==> config.mk <==
export PLATFORM = sky130hd
export DESIGN_NAME = calendar_date_counter_top_flat
export DESIGN_NICKNAME = d
export VERILOG_FILES = /design/src/hdl/cdc_pkg.sv /design/src/hdl/cdc_if.sv /design/src/hdl/cdc_ctrl.sv /design/src/hdl/cdc_dp.sv /design/src/hdl/calendar_date_counter_top.sv /design/src/flat_wrapper.sv
export SDC_FILE = /design/constraint.sdc
export NUM_CORES = 1
export LEC_CHECK = 0
export ABC_AREA = 0
export ABC_CLOCK_PERIOD_IN_PS = 5200
export BUFFER_PORTS_ARGS = -buffer_cell sky130_fd_sc_hd__buf_2
export CORE_MARGIN = 2
export CORE_UTILIZATION = 50
export CTS_CLUSTER_SIZE = 28
export DETAILED_ROUTE_END_ITERATION = 10
export PLACE_DENSITY = 0.73
export SYNTH_ARGS = -nofsm -noshare
export SYNTH_HDL_FRONTEND = slang
export SYNTH_HIERARCHICAL = 1
export SYNTH_SLANG_ARGS = --single-unit
==> constraint.sdc <==
create_clock -name clk -period 5.2 [get_ports clk]
set_clock_uncertainty 0.1 [all_clocks]
set_input_delay 0.78 -clock clk [delete_from_list [all_inputs] [get_ports clk]]
set_output_delay 0.78 -clock clk [all_outputs]
set_load 0.01 [all_outputs]
==> src/hdl/cdc_pkg.sv <==
// Shared types, opcodes and calendar constants for the calendar date counter.
`timescale 1ns / 1ps
`default_nettype none

package cdc_pkg;

  localparam int YEAR_W  = 12;
  localparam int MONTH_W = 4;
  localparam int DAY_W   = 5;
  localparam int COUNT_W = 10;
  localparam int M100_W  = 7;
  localparam int M400_W  = 9;

  localparam logic [1:0] OP_LOAD    = 2'd0;
  localparam logic [1:0] OP_ADVANCE = 2'd1;
  localparam logic [1:0] OP_COMPARE = 2'd2;

  localparam logic [YEAR_W-1:0]  YEAR_MIN   = 12'd1970;
  localparam logic [YEAR_W-1:0]  YEAR_MAX   = 12'd2035;
  localparam logic [YEAR_W-1:0]  YEAR_TOP   = 12'd4095;
  localparam logic [YEAR_W-1:0]  YEAR_2000  = 12'd2000;
  localparam logic [YEAR_W-1:0]  YEAR_1900  = 12'd1900;
  localparam logic [YEAR_W-1:0]  YEAR_1600  = 12'd1600;
  localparam logic [MONTH_W-1:0] MONTH_JAN  = 4'd1;
  localparam logic [MONTH_W-1:0] MONTH_DEC  = 4'd12;
  localparam logic [DAY_W-1:0]   DAY_FIRST  = 5'd1;
  localparam logic [M100_W-1:0]  M100_WRAP  = 7'd99;
  localparam logic [M400_W-1:0]  M400_WRAP  = 9'd399;
  localparam logic [M100_W-1:0]  M100_RESET = 7'd70;
  localparam logic [M400_W-1:0]  M400_RESET = 9'd370;

  // Commands from the controller to the datapath.
  typedef struct packed {
    logic load_in;   // an input item is accepted this cycle
    logic step;      // take one day step of a running advance
  } cdc_cmd_t;

  // Status from the datapath to the controller.
  typedef struct packed {
    logic adv_start; // the presented item is an advance of at least one day
    logic adv_done;  // the running advance ends with this step
  } cdc_sts_t;

  // Length of a month; months outside 1..12 read as 31.
  function automatic logic [DAY_W-1:0] days_in(input logic [MONTH_W-1:0] m,
                                               input logic leap);
    logic [DAY_W-1:0] len;
    case (m)
      4'd2:                   len = leap ? 5'd29 : 5'd28;
      4'd4, 4'd6, 4'd9, 4'd11: len = 5'd30;
      default:                len = 5'd31;
    endcase
    return len;
  endfunction

endpackage

`default_nettype wire

==> src/hdl/cdc_if.sv <==
// Valid/ready channel interfaces for the input items and the result items.
`timescale 1ns / 1ps
`default_nettype none

interface cdc_in_if;
  logic        valid;
  logic        ready;
  logic [1:0]  opcode;
  logic [11:0] in_year;
  logic [3:0]  in_month;
  logic [4:0]  in_day;
  logic [9:0]  day_count;

  modport source(output valid, opcode, in_year, in_month, in_day, day_count,
                 input ready);
  modport sink(input valid, opcode, in_year, in_month, in_day, day_count,
               output ready);
endinterface

interface cdc_out_if;
  logic        valid;
  logic        ready;
  logic [11:0] out_year;
  logic [3:0]  out_month;
  logic [4:0]  out_day;
  logic        load_rejected;
  logic        saturated;
  logic        stored_before;
  logic        stored_equal;
  logic        stored_after;

  modport source(output valid, out_year, out_month, out_day, load_rejected,
                 saturated, stored_before, stored_equal, stored_after,
                 input ready);
  modport sink(input valid, out_year, out_month, out_day, load_rejected,
               saturated, stored_before, stored_equal, stored_after,
               output ready);
endinterface

`default_nettype wire

==> src/hdl/cdc_ctrl.sv <==
// Controller state machine: handshakes and sequencing of the day steps.
`timescale 1ns / 1ps
`default_nettype none

module cdc_ctrl
  import cdc_pkg::*;
(
  input  wire logic     clk,
  input  wire logic     rst_n,
  input  wire logic     in_valid,
  output logic          in_ready,
  output logic          out_valid,
  input  wire logic     out_ready,
  input  wire cdc_sts_t sts,
  output cdc_cmd_t      cmd
);

  typedef enum logic {ST_IDLE, ST_RUN} state_t;

  state_t state_r;
  logic   out_valid_r;
  logic   out_set;

  always_comb begin
    in_ready    = (state_r == ST_IDLE) && (!out_valid_r || out_ready);
    cmd.load_in = in_valid && in_ready;
    cmd.step    = (state_r == ST_RUN);
    // A result item is ready when an item that needs no day step is accepted or
    // when the last day step of an advance is taken.
    out_set     = ((state_r == ST_IDLE) && cmd.load_in && !sts.adv_start) ||
                  ((state_r == ST_RUN) && sts.adv_done);
  end

  assign out_valid = out_valid_r;

  always_ff @(posedge clk) begin
    if (!rst_n) begin
      state_r     <= ST_IDLE;
      out_valid_r <= 1'b0;
    end else begin
      if (out_set) begin
        out_valid_r <= 1'b1;
      end else if (out_valid_r && out_ready) begin
        out_valid_r <= 1'b0;
      end
      case (state_r)
        ST_IDLE: begin
          if (cmd.load_in && sts.adv_start) begin
            state_r <= ST_RUN;
          end
        end
        ST_RUN: begin
          if (sts.adv_done) begin
            state_r <= ST_IDLE;
          end
        end
        default: begin
          state_r <= ST_IDLE;
        end
      endcase
    end
  end

endmodule

`default_nettype wire

==> src/hdl/cdc_dp.sv <==
// Datapath: stored date, leap tracking, day stepper, compare and result register.
`timescale 1ns / 1ps
`default_nettype none

module cdc_dp
  import cdc_pkg::*;
#(
  parameter int unsigned MAX_ADVANCE = 1023
) (
  input  wire logic               clk,
  input  wire logic               rst_n,
  input  wire cdc_cmd_t           cmd,
  output cdc_sts_t                sts,
  input  wire logic [1:0]         opcode,
  input  wire logic [YEAR_W-1:0]  in_year,
  input  wire logic [MONTH_W-1:0] in_month,
  input  wire logic [DAY_W-1:0]   in_day,
  input  wire logic [COUNT_W-1:0] day_count,
  output logic [YEAR_W-1:0]       out_year,
  output logic [MONTH_W-1:0]      out_month,
  output logic [DAY_W-1:0]        out_day,
  output logic                    load_rejected,
  output logic                    saturated,
  output logic                    stored_before,
  output logic                    stored_equal,
  output logic                    stored_after
);

  localparam int CMP_W = COUNT_W + 7;

  logic [YEAR_W-1:0]  year_r,  year_nxt;
  logic [MONTH_W-1:0] month_r, month_nxt;
  logic [DAY_W-1:0]   day_r,   day_nxt;
  logic [M100_W-1:0]  m100_r,  m100_nxt;
  logic [M400_W-1:0]  m400_r,  m400_nxt;
  logic [COUNT_W-1:0] cnt_r;

  logic [YEAR_W-1:0]  oyear_r;
  logic [MONTH_W-1:0] omonth_r;
  logic [DAY_W-1:0]   oday_r;
  logic               orej_r, osat_r, olt_r, oeq_r, ogt_r;

  logic [COUNT_W-1:0] n_clamp;
  logic               in_leap, in_ok, do_load;
  logic [YEAR_W-1:0]  in_off100, in_off400;
  logic               cur_leap, month_end, at_top;
  logic [DAY_W-1:0]   cur_len;
  logic [YEAR_W+MONTH_W+DAY_W-1:0] key_cur, key_in;

  always_comb begin
    if ({{(CMP_W-COUNT_W){1'b0}}, day_count} > CMP_W'(MAX_ADVANCE)) begin
      n_clamp = COUNT_W'(MAX_ADVANCE);
    end else begin
      n_clamp = day_count;
    end

    // Inside 1970..2035 the only century year is 2000, a leap year.
    in_leap = (in_year[1:0] == 2'b00);
    in_ok   = (in_year >= YEAR_MIN) && (in_year <= YEAR_MAX) &&
              (in_month >= MONTH_JAN) && (in_month <= MONTH_DEC) &&
              (in_day >= DAY_FIRST) && (in_day <= days_in(in_month, in_leap));
    do_load = cmd.load_in && (opcode == OP_LOAD) && in_ok;

    if (in_year >= YEAR_2000) begin
      in_off100 = in_year - YEAR_2000;
      in_off400 = in_year - YEAR_2000;
    end else begin
      in_off100 = in_year - YEAR_1900;
      in_off400 = in_year - YEAR_1600;
    end

    cur_leap  = (m400_r == '0) || ((m100_r != '0) && (year_r[1:0] == 2'b00));
    cur_len   = days_in(month_r, cur_leap);
    month_end = (day_r >= cur_len);
    at_top    = month_end && (month_r >= MONTH_DEC) && (year_r == YEAR_TOP);

    sts.adv_start = (opcode == OP_ADVANCE) && (n_clamp != '0);
    sts.adv_done  = at_top || (cnt_r == COUNT_W'(1));

    key_cur = {year_r, month_r, day_r};
    key_in  = {in_year, in_month, in_day};

    year_nxt  = year_r;
    month_nxt = month_r;
    day_nxt   = day_r;
    m100_nxt  = m100_r;
    m400_nxt  = m400_r;
    if (do_load) begin
      year_nxt  = in_year;
      month_nxt = in_month;
      day_nxt   = in_day;
      m100_nxt  = in_off100[M100_W-1:0];
      m400_nxt  = in_off400[M400_W-1:0];
    end else if (cmd.step && !at_top) begin
      if (month_end) begin
        day_nxt = DAY_FIRST;
        if (month_r >= MONTH_DEC) begin
          year_nxt  = year_r + 1'b1;
          month_nxt = MONTH_JAN;
          m100_nxt  = (m100_r == M100_WRAP) ? '0 : m100_r + 1'b1;
          m400_nxt  = (m400_r == M400_WRAP) ? '0 : m400_r + 1'b1;
        end else begin
          month_nxt = month_r + 1'b1;
        end
      end else begin
        day_nxt = day_r + 1'b1;
      end
    end
  end

  always_ff @(posedge clk) begin
    if (!rst_n) begin
      year_r  <= YEAR_MIN;
      month_r <= MONTH_JAN;
      day_r   <= DAY_FIRST;
      m100_r  <= M100_RESET;
      m400_r  <= M400_RESET;
    end else begin
      year_r  <= year_nxt;
      month_r <= month_nxt;
      day_r   <= day_nxt;
      m100_r  <= m100_nxt;
      m400_r  <= m400_nxt;
    end
  end

  // Day counter and result register.
  always_ff @(posedge clk) begin
    if (cmd.load_in) begin
      cnt_r <= n_clamp;
    end else if (cmd.step) begin
      cnt_r <= cnt_r - 1'b1;
    end

    if (cmd.load_in && !sts.adv_start) begin
      oyear_r  <= year_nxt;
      omonth_r <= month_nxt;
      oday_r   <= day_nxt;
      orej_r   <= (opcode == OP_LOAD) && !in_ok;
      osat_r   <= 1'b0;
      olt_r    <= (opcode == OP_COMPARE) && (key_cur < key_in);
      oeq_r    <= (opcode == OP_COMPARE) && (key_cur == key_in);
      ogt_r    <= (opcode == OP_COMPARE) && (key_cur > key_in);
    end else if (cmd.step && sts.adv_done) begin
      oyear_r  <= year_nxt;
      omonth_r <= month_nxt;
      oday_r   <= day_nxt;
      orej_r   <= 1'b0;
      osat_r   <= at_top;
      olt_r    <= 1'b0;
      oeq_r    <= 1'b0;
      ogt_r    <= 1'b0;
    end
  end

  assign out_year      = oyear_r;
  assign out_month     = omonth_r;
  assign out_day       = oday_r;
  assign load_rejected = orej_r;
  assign saturated     = osat_r;
  assign stored_before = olt_r;
  assign stored_equal  = oeq_r;
  assign stored_after  = ogt_r;

endmodule

`default_nettype wire

==> src/hdl/calendar_date_counter_top.sv <==
// Top level of the calendar date counter: controller, datapath and checks.
// Timing: load, compare and unused opcodes put their result item in the output
//   register in the cycle after acceptance; an advance of n days (n clamped to
//   MAX_ADVANCE) takes n day steps, fewer on saturation.
// Throughput: one item per cycle for load and compare while the output side takes
//   each result; an advance holds off new items until its last day step.
// Reset: synchronous, active low; the stored date returns to 1970-01-01.
`timescale 1ns / 1ps
`default_nettype none

module calendar_date_counter_top
  import cdc_pkg::*;
#(
  parameter int unsigned MAX_ADVANCE = 1023
) (
  input wire logic clk,
  input wire logic rst_n,
  cdc_in_if.sink   in_ch,
  cdc_out_if.source out_ch
);

  // The controller owns both handshakes. It accepts a new item whenever it
  // is not stepping an advance and the output register is empty or is being
  // drained in the same cycle, so a result that is being taken never blocks
  // a new item.
  cdc_cmd_t cmd;
  cdc_sts_t sts;

  cdc_ctrl u_ctrl (
    .clk       (clk),
    .rst_n     (rst_n),
    .in_valid  (in_ch.valid),
    .in_ready  (in_ch.ready),
    .out_valid (out_ch.valid),
    .out_ready (out_ch.ready),
    .sts       (sts),
    .cmd       (cmd)
  );

  // The datapath holds the date, tracks the year modulo 100 and 400 so the
  // full leap rule needs no divider, and moves one day per step command.
  cdc_dp #(
    .MAX_ADVANCE (MAX_ADVANCE)
  ) u_dp (
    .clk           (clk),
    .rst_n         (rst_n),
    .cmd           (cmd),
    .sts           (sts),
    .opcode        (in_ch.opcode),
    .in_year       (in_ch.in_year),
    .in_month      (in_ch.in_month),
    .in_day        (in_ch.in_day),
    .day_count     (in_ch.day_count),
    .out_year      (out_ch.out_year),
    .out_month     (out_ch.out_month),
    .out_day       (out_ch.out_day),
    .load_rejected (out_ch.load_rejected),
    .saturated     (out_ch.saturated),
    .stored_before (out_ch.stored_before),
    .stored_equal  (out_ch.stored_equal),
    .stored_after  (out_ch.stored_after)
  );

  // No new item may enter while an advance is being stepped.
  a_no_accept_in_run: assert property (@(posedge clk) disable iff (!rst_n)
    cmd.step |-> !in_ch.ready)
    else $error("input accepted during an advance");

  // An accepted advance of at least one day starts stepping in the next cycle.
  a_run_follows: assert property (@(posedge clk) disable iff (!rst_n)
    (cmd.load_in && sts.adv_start) |=> cmd.step)
    else $error("advance did not start stepping");

  // Saturation is only reported at the greatest representable date.
  a_sat_top: assert property (@(posedge clk) disable iff (!rst_n)
    (out_ch.valid && out_ch.saturated) |->
      (out_ch.out_year == YEAR_TOP && out_ch.out_month == MONTH_DEC &&
       out_ch.out_day == 5'd31))
    else $error("saturation flagged below the top date");

  // At most one flag is set in any result item.
  a_flags_onehot0: assert property (@(posedge clk) disable iff (!rst_n)
    out_ch.valid |-> $onehot0({out_ch.load_rejected, out_ch.saturated,
                               out_ch.stored_before, out_ch.stored_equal,
                               out_ch.stored_after}))
    else $error("more than one result flag set");

endmodule

`default_nettype wire

==> src/flat_wrapper.sv <==
// flat-port wrapper written by rule: the top's interface ports become plain ports
module calendar_date_counter_top_flat import cdc_pkg::*;
#(
  parameter int unsigned MAX_ADVANCE = 1023
)
  (clk, rst_n, in_ch_valid, in_ch_opcode, in_ch_in_year, in_ch_in_month, in_ch_in_day, in_ch_day_count, in_ch_ready, out_ch_valid, out_ch_out_year, out_ch_out_month, out_ch_out_day, out_ch_load_rejected, out_ch_saturated, out_ch_stored_before, out_ch_stored_equal, out_ch_stored_after, out_ch_ready);
  cdc_in_if in_ch_i ();
  cdc_out_if out_ch_i ();
  input wire logic clk;
  input wire logic rst_n;
  input wire logic [$bits(in_ch_i.valid)-1:0] in_ch_valid;
  input wire logic [$bits(in_ch_i.opcode)-1:0] in_ch_opcode;
  input wire logic [$bits(in_ch_i.in_year)-1:0] in_ch_in_year;
  input wire logic [$bits(in_ch_i.in_month)-1:0] in_ch_in_month;
  input wire logic [$bits(in_ch_i.in_day)-1:0] in_ch_in_day;
  input wire logic [$bits(in_ch_i.day_count)-1:0] in_ch_day_count;
  output wire logic [$bits(in_ch_i.ready)-1:0] in_ch_ready;
  output wire logic [$bits(out_ch_i.valid)-1:0] out_ch_valid;
  output wire logic [$bits(out_ch_i.out_year)-1:0] out_ch_out_year;
  output wire logic [$bits(out_ch_i.out_month)-1:0] out_ch_out_month;
  output wire logic [$bits(out_ch_i.out_day)-1:0] out_ch_out_day;
  output wire logic [$bits(out_ch_i.load_rejected)-1:0] out_ch_load_rejected;
  output wire logic [$bits(out_ch_i.saturated)-1:0] out_ch_saturated;
  output wire logic [$bits(out_ch_i.stored_before)-1:0] out_ch_stored_before;
  output wire logic [$bits(out_ch_i.stored_equal)-1:0] out_ch_stored_equal;
  output wire logic [$bits(out_ch_i.stored_after)-1:0] out_ch_stored_after;
  input wire logic [$bits(out_ch_i.ready)-1:0] out_ch_ready;
  assign in_ch_i.valid = in_ch_valid;
  assign in_ch_i.opcode = in_ch_opcode;
  assign in_ch_i.in_year = in_ch_in_year;
  assign in_ch_i.in_month = in_ch_in_month;
  assign in_ch_i.in_day = in_ch_in_day;
  assign in_ch_i.day_count = in_ch_day_count;
  assign in_ch_ready = in_ch_i.ready;
  assign out_ch_valid = out_ch_i.valid;
  assign out_ch_out_year = out_ch_i.out_year;
  assign out_ch_out_month = out_ch_i.out_month;
  assign out_ch_out_day = out_ch_i.out_day;
  assign out_ch_load_rejected = out_ch_i.load_rejected;
  assign out_ch_saturated = out_ch_i.saturated;
  assign out_ch_stored_before = out_ch_i.stored_before;
  assign out_ch_stored_equal = out_ch_i.stored_equal;
  assign out_ch_stored_after = out_ch_i.stored_after;
  assign out_ch_i.ready = out_ch_ready;
  calendar_date_counter_top #(.MAX_ADVANCE(MAX_ADVANCE)) u_core (.clk(clk), .rst_n(rst_n), .in_ch(in_ch_i), .out_ch(out_ch_i));
endmodule
==> results.py <==
metrics = {
    "worst_setup_path": {
        "setup.worst_path.end_class": "flop",
        "r2r_end": "u_core/u_dp/out_year[2]$_DFFE_PP_",
        "crit_path_cell_trace": "nor3_1 -> nand3_1 -> a32oi_1 -> a21oi_1 -> ha_1 -> nand2b_1 -> a21o_1 -> nand2_1 -> o21ai_0 -> a21o_1",
        "cp_max_fo": 25,
        "r2r_cells": 10,
        "worst_ep_arrival_time_ps": 3470,
        "crit_family": "compound AO/OA/AOI/OAI gates",
        "cp_slowest_stage_delay_ps": 890,
        "path_class": "flop to flop",
        "worstSetupPathDepth": 10,
        "critical_path_required_ps": 5080,
        "crit_slowest_cell": "a21o_1",
        "start_kind": "flop",
        "r2r_slack_ps": 1610,
        "cp_num_buf_inv": 0,
        "r2r-start": "u_core/u_dp/m100_r[2]$_SDFFE_PN1P_",
        "cp_common_cell": "a21o_1",
    },
    "cts": {
        "cts_tree": "done",
        "post_cts_buffers": 0,
        "cts_root_buf": "clkbuf_8",
        "cts_resized": 0,
        "clkSinkCount": 75,
        "htree_levels": 3,
        "insertion_delay_ps": 360,
        "cts.reportedPaths.clkPinSlew_ps": 70,
        "postCtsHoldBufs": 0,
        "cts_max_path_buffers": 2,
        "numCtsBuffers": 9,
    },
    "final_layout": {
        "area_growth_pct": 13.4,
        "nNetsFinal": 704,
        "diodes": 0,
        "drive_above_1_share_pct": 16.3,
        "fill_cells": 895,
    },
    "synth": {
        "synth_top_cell_area_share_pct": 21.0,
        "synth.avg_cell_area_sq_um": 8.94,
        "yosysUniqueCellTypes": 66,
        "synth_flop_cell": "dfxtp_1",
        "ys_seq_elements": 75,
        "synth_fp_nets": 644,
        "yosys-top-cells-area": "edfxtp_1 (21%), dfxtp_1 (16%), ha_1 (12%)",
        "synth.most_common_cell": "nand2_1",
        "synth_common_cells": "nand2_1 (55), ha_1 (47), inv_1 (42)",
        "syn_inst": 560,
        "async_reset_ff_share_pct": 0,
        "syn_area_sq_um": 5000,
        "ys_seq_area_share_pct": 37.0,
        "yosys_warnings": 6,
        "synth_edf_count": 35,
        "netlist.top_cell.by_area": "edfxtp_1",
    },
    "die": {
        "fp.dieW_um": 104,
        "start_util_pct": 51.4,
        "core_area_sq_um": 9730,
        "dieHeight_um": 104,
        "ioPinCount": 65,
        "dieArea_sq_um": 10800,
        "fp-row-count": 36,
    },
    "sta": {
        "setup_tns_ps": 0,
        "max_freq_mhz": 279,
        "fin_crit_ps": 3590,
        "rsz0062_at_grt": "no",
        "worstMarginPinSlew_ps": 1080,
        "slew_headroom_pct": 27.9,
        "report.final.slew_viol_count": 0,
        "setup_viol": 0,
        "hold_viol": 0,
        "post-route-period-util_pct": 69.0,
        "holdWs_ps": 404,
    },
    "route": {
        "drt_iter0_drc": 251,
        "drtAntennaViolNets": 0,
        "firstDrtPassIters": 7,
        "vias_per_cell": 5.94,
        "drc": 0,
        "drt-total-wl_um": 12800,
        "vias": 4499,
        "wl_per_cell_um": 16.9,
    },
    "power": {
        "p_leak_nw": 2.32,
        "powerDensity_nw_per_um2": 244,
        "power_mw": 1.39,
        "peakVddDrop_mv": 0.179,
    },
    "global_routing": {
        "grtUsageMet3_pct": 3.26,
        "grt.total_usage_pct": 24.0,
        "gr-max-usage-layer": "met2",
        "grt-ovfl-total": 0,
        "grt_start_max_net_pins": 49,
        "grt_util_met1_pct": 31.3,
        "grtUsageMet2_pct": 39.4,
        "antenna_found_initial": 0,
        "grt_pass1_vias": 4283,
        "grt_pass1_wl_um": 20900,
    },
    "job": {
        "cap_violations": 0,
    },
    "placed_design": {
        "dp_hpwl_um": 9310,
        "port_buffers": 64,
        "gp_congestion": 0.941,
    },
    "status": {
        "status": "finished, final reports clean",
    },
    "worst_hold_path": {
        "hold_path.startpoint": "u_core/u_dp/saturated$_SDFFE_PP0P_",
        "hold_depth": 2,
        "worstHoldEndpoint": "u_core/u_dp/saturated$_SDFFE_PP0P_",
        "hp-class": "flop to flop",
    },
}
==> routing by layer <==
metal	wire [um]	share of wire, %
met5	0	0
met4	325	2.5
met3	735	5.7
met2	6010	47
met1	5710	45
==> flip-flops by register name, summed over array words and instances, names as in the netlist, 4 cells and up <==
register,count
u_core/u_dp/month_r,4
u_core/u_dp/m100_r,7
u_core/u_dp/out_year,12
u_core/u_dp/m400_r,9
u_core/u_dp/cnt_r,10
u_core/u_dp/out_month,4
u_core/u_dp/year_r,12
u_core/u_dp/out_day,5
u_core/u_dp/day_r,5
==> cell families after synthesis <==
kind of cell | share of synthesized area (%)
adders and majority gates | 11.7
xor gates and xnor gates | 5.07
and+or+nand+nor | 21.6
buffers and inverters | 5.07
muxes | 1.03
DFF | 37.0
AOI/OAI and AO/OA | 18.5
==> cell type report <==
cell class	count	area [sq um]	area share (%)
sequential	75	1850	32.6
timing repair buffer	68	350	6.17
inverter	42	158	2.78
clock inverter	5	101	1.79
clock buffer	11	141	2.49
multi-input combinational	424	2910	51.2
tap	133	166	2.93
==> worst min-delay path, delay by kind of cell (launching register included) <==
family         cells  cell delay [ps]
AO/OA/AOI/OAI      2              150
flip-flops         1              320
==> per-stage QoR <==
step           cell area, sq um  setup slack (ps)  util, %  std cells
5_1_grt                    5670              1190     58.3        758
4_1_cts                    5670              1570     58.3        758
6_report                   5670              1610     58.3        758
3_3_place_gp               5430              1700     55.8        742
2_1_floorplan              5000              2070        -        560
3_5_place_dp               5430              1610     55.8        742
==> cell usage in the layout, fill, tap and decap left out, types with 3 or more instances in the layout <==
master	synthesis	layout
nor3_1	14	14
o31ai_1	3	3
o211a_1	6	6
nand3_1	20	20
nor2_1	40	40
edfxtp_1	35	35
a32oi_1	3	3
a21o_1	7	7
dfxtp_1	40	40
and4_1	3	3
a21oi_1	30	30
clkbuf_8	0	10
mux2i_1	4	4
nand4_1	9	9
a31oi_1	6	6
o21ai_1	3	3
xnor2_1	22	22
and2_1	3	3
and3_1	9	9
nor3_2	4	4
buf_4	1	4
inv_1	42	42
ha_1	47	47
a211oi_1	6	6
buf_2	5	64
o311a_1	4	4
or3_1	5	5
nor2b_1	8	8
o211ai_1	6	6
xor2_1	7	7
a21boi_0	5	5
o21ai_0	41	41
nor3b_1	3	3
nor4_1	11	10
bufinv_16	0	3
nand2_1	55	55
==> how the worst max path moves through the flow <==
| stage | slack [ps] | startpoint | to |
|---|---|---|---|
| final | 1610 | u_core/u_dp/m100_r[2]$_SDFFE_PN1P_ | u_core/u_dp/out_year[2]$_DFFE_PP_ |
| after global routing | 1190 | u_core/u_dp/m100_r[2]$_SDFFE_PN1P_ | u_core/u_dp/out_year[2]$_DFFE_PP_ |
| after CTS | 1570 | u_core/u_dp/m100_r[2]$_SDFFE_PN1P_ | u_core/u_dp/out_year[5]$_DFFE_PP_ |
| after detailed placement | 1610 | u_core/u_dp/m100_r[2]$_SDFFE_PN1P_ | u_core/u_dp/out_year[2]$_DFFE_PP_ |
| after global placement | 1700 | in_ch_in_year[0] | u_core/u_dp/out_month[1]$_DFFE_PP_ |
| after floorplan | 2070 | in_ch_in_month[2] | u_core/u_dp/out_month[1]$_DFFE_PP_ |
==> where the power goes <==
group	switching, mW	total (mW)	internal (mW)
logic	0.105	0.172	0.0672
registers	0.0153	0.661	0.646
clock network	0.222	0.552	0.330
total	0.342	1.39	1.04
No activity file was read; power rests on OpenSTA's default activity.
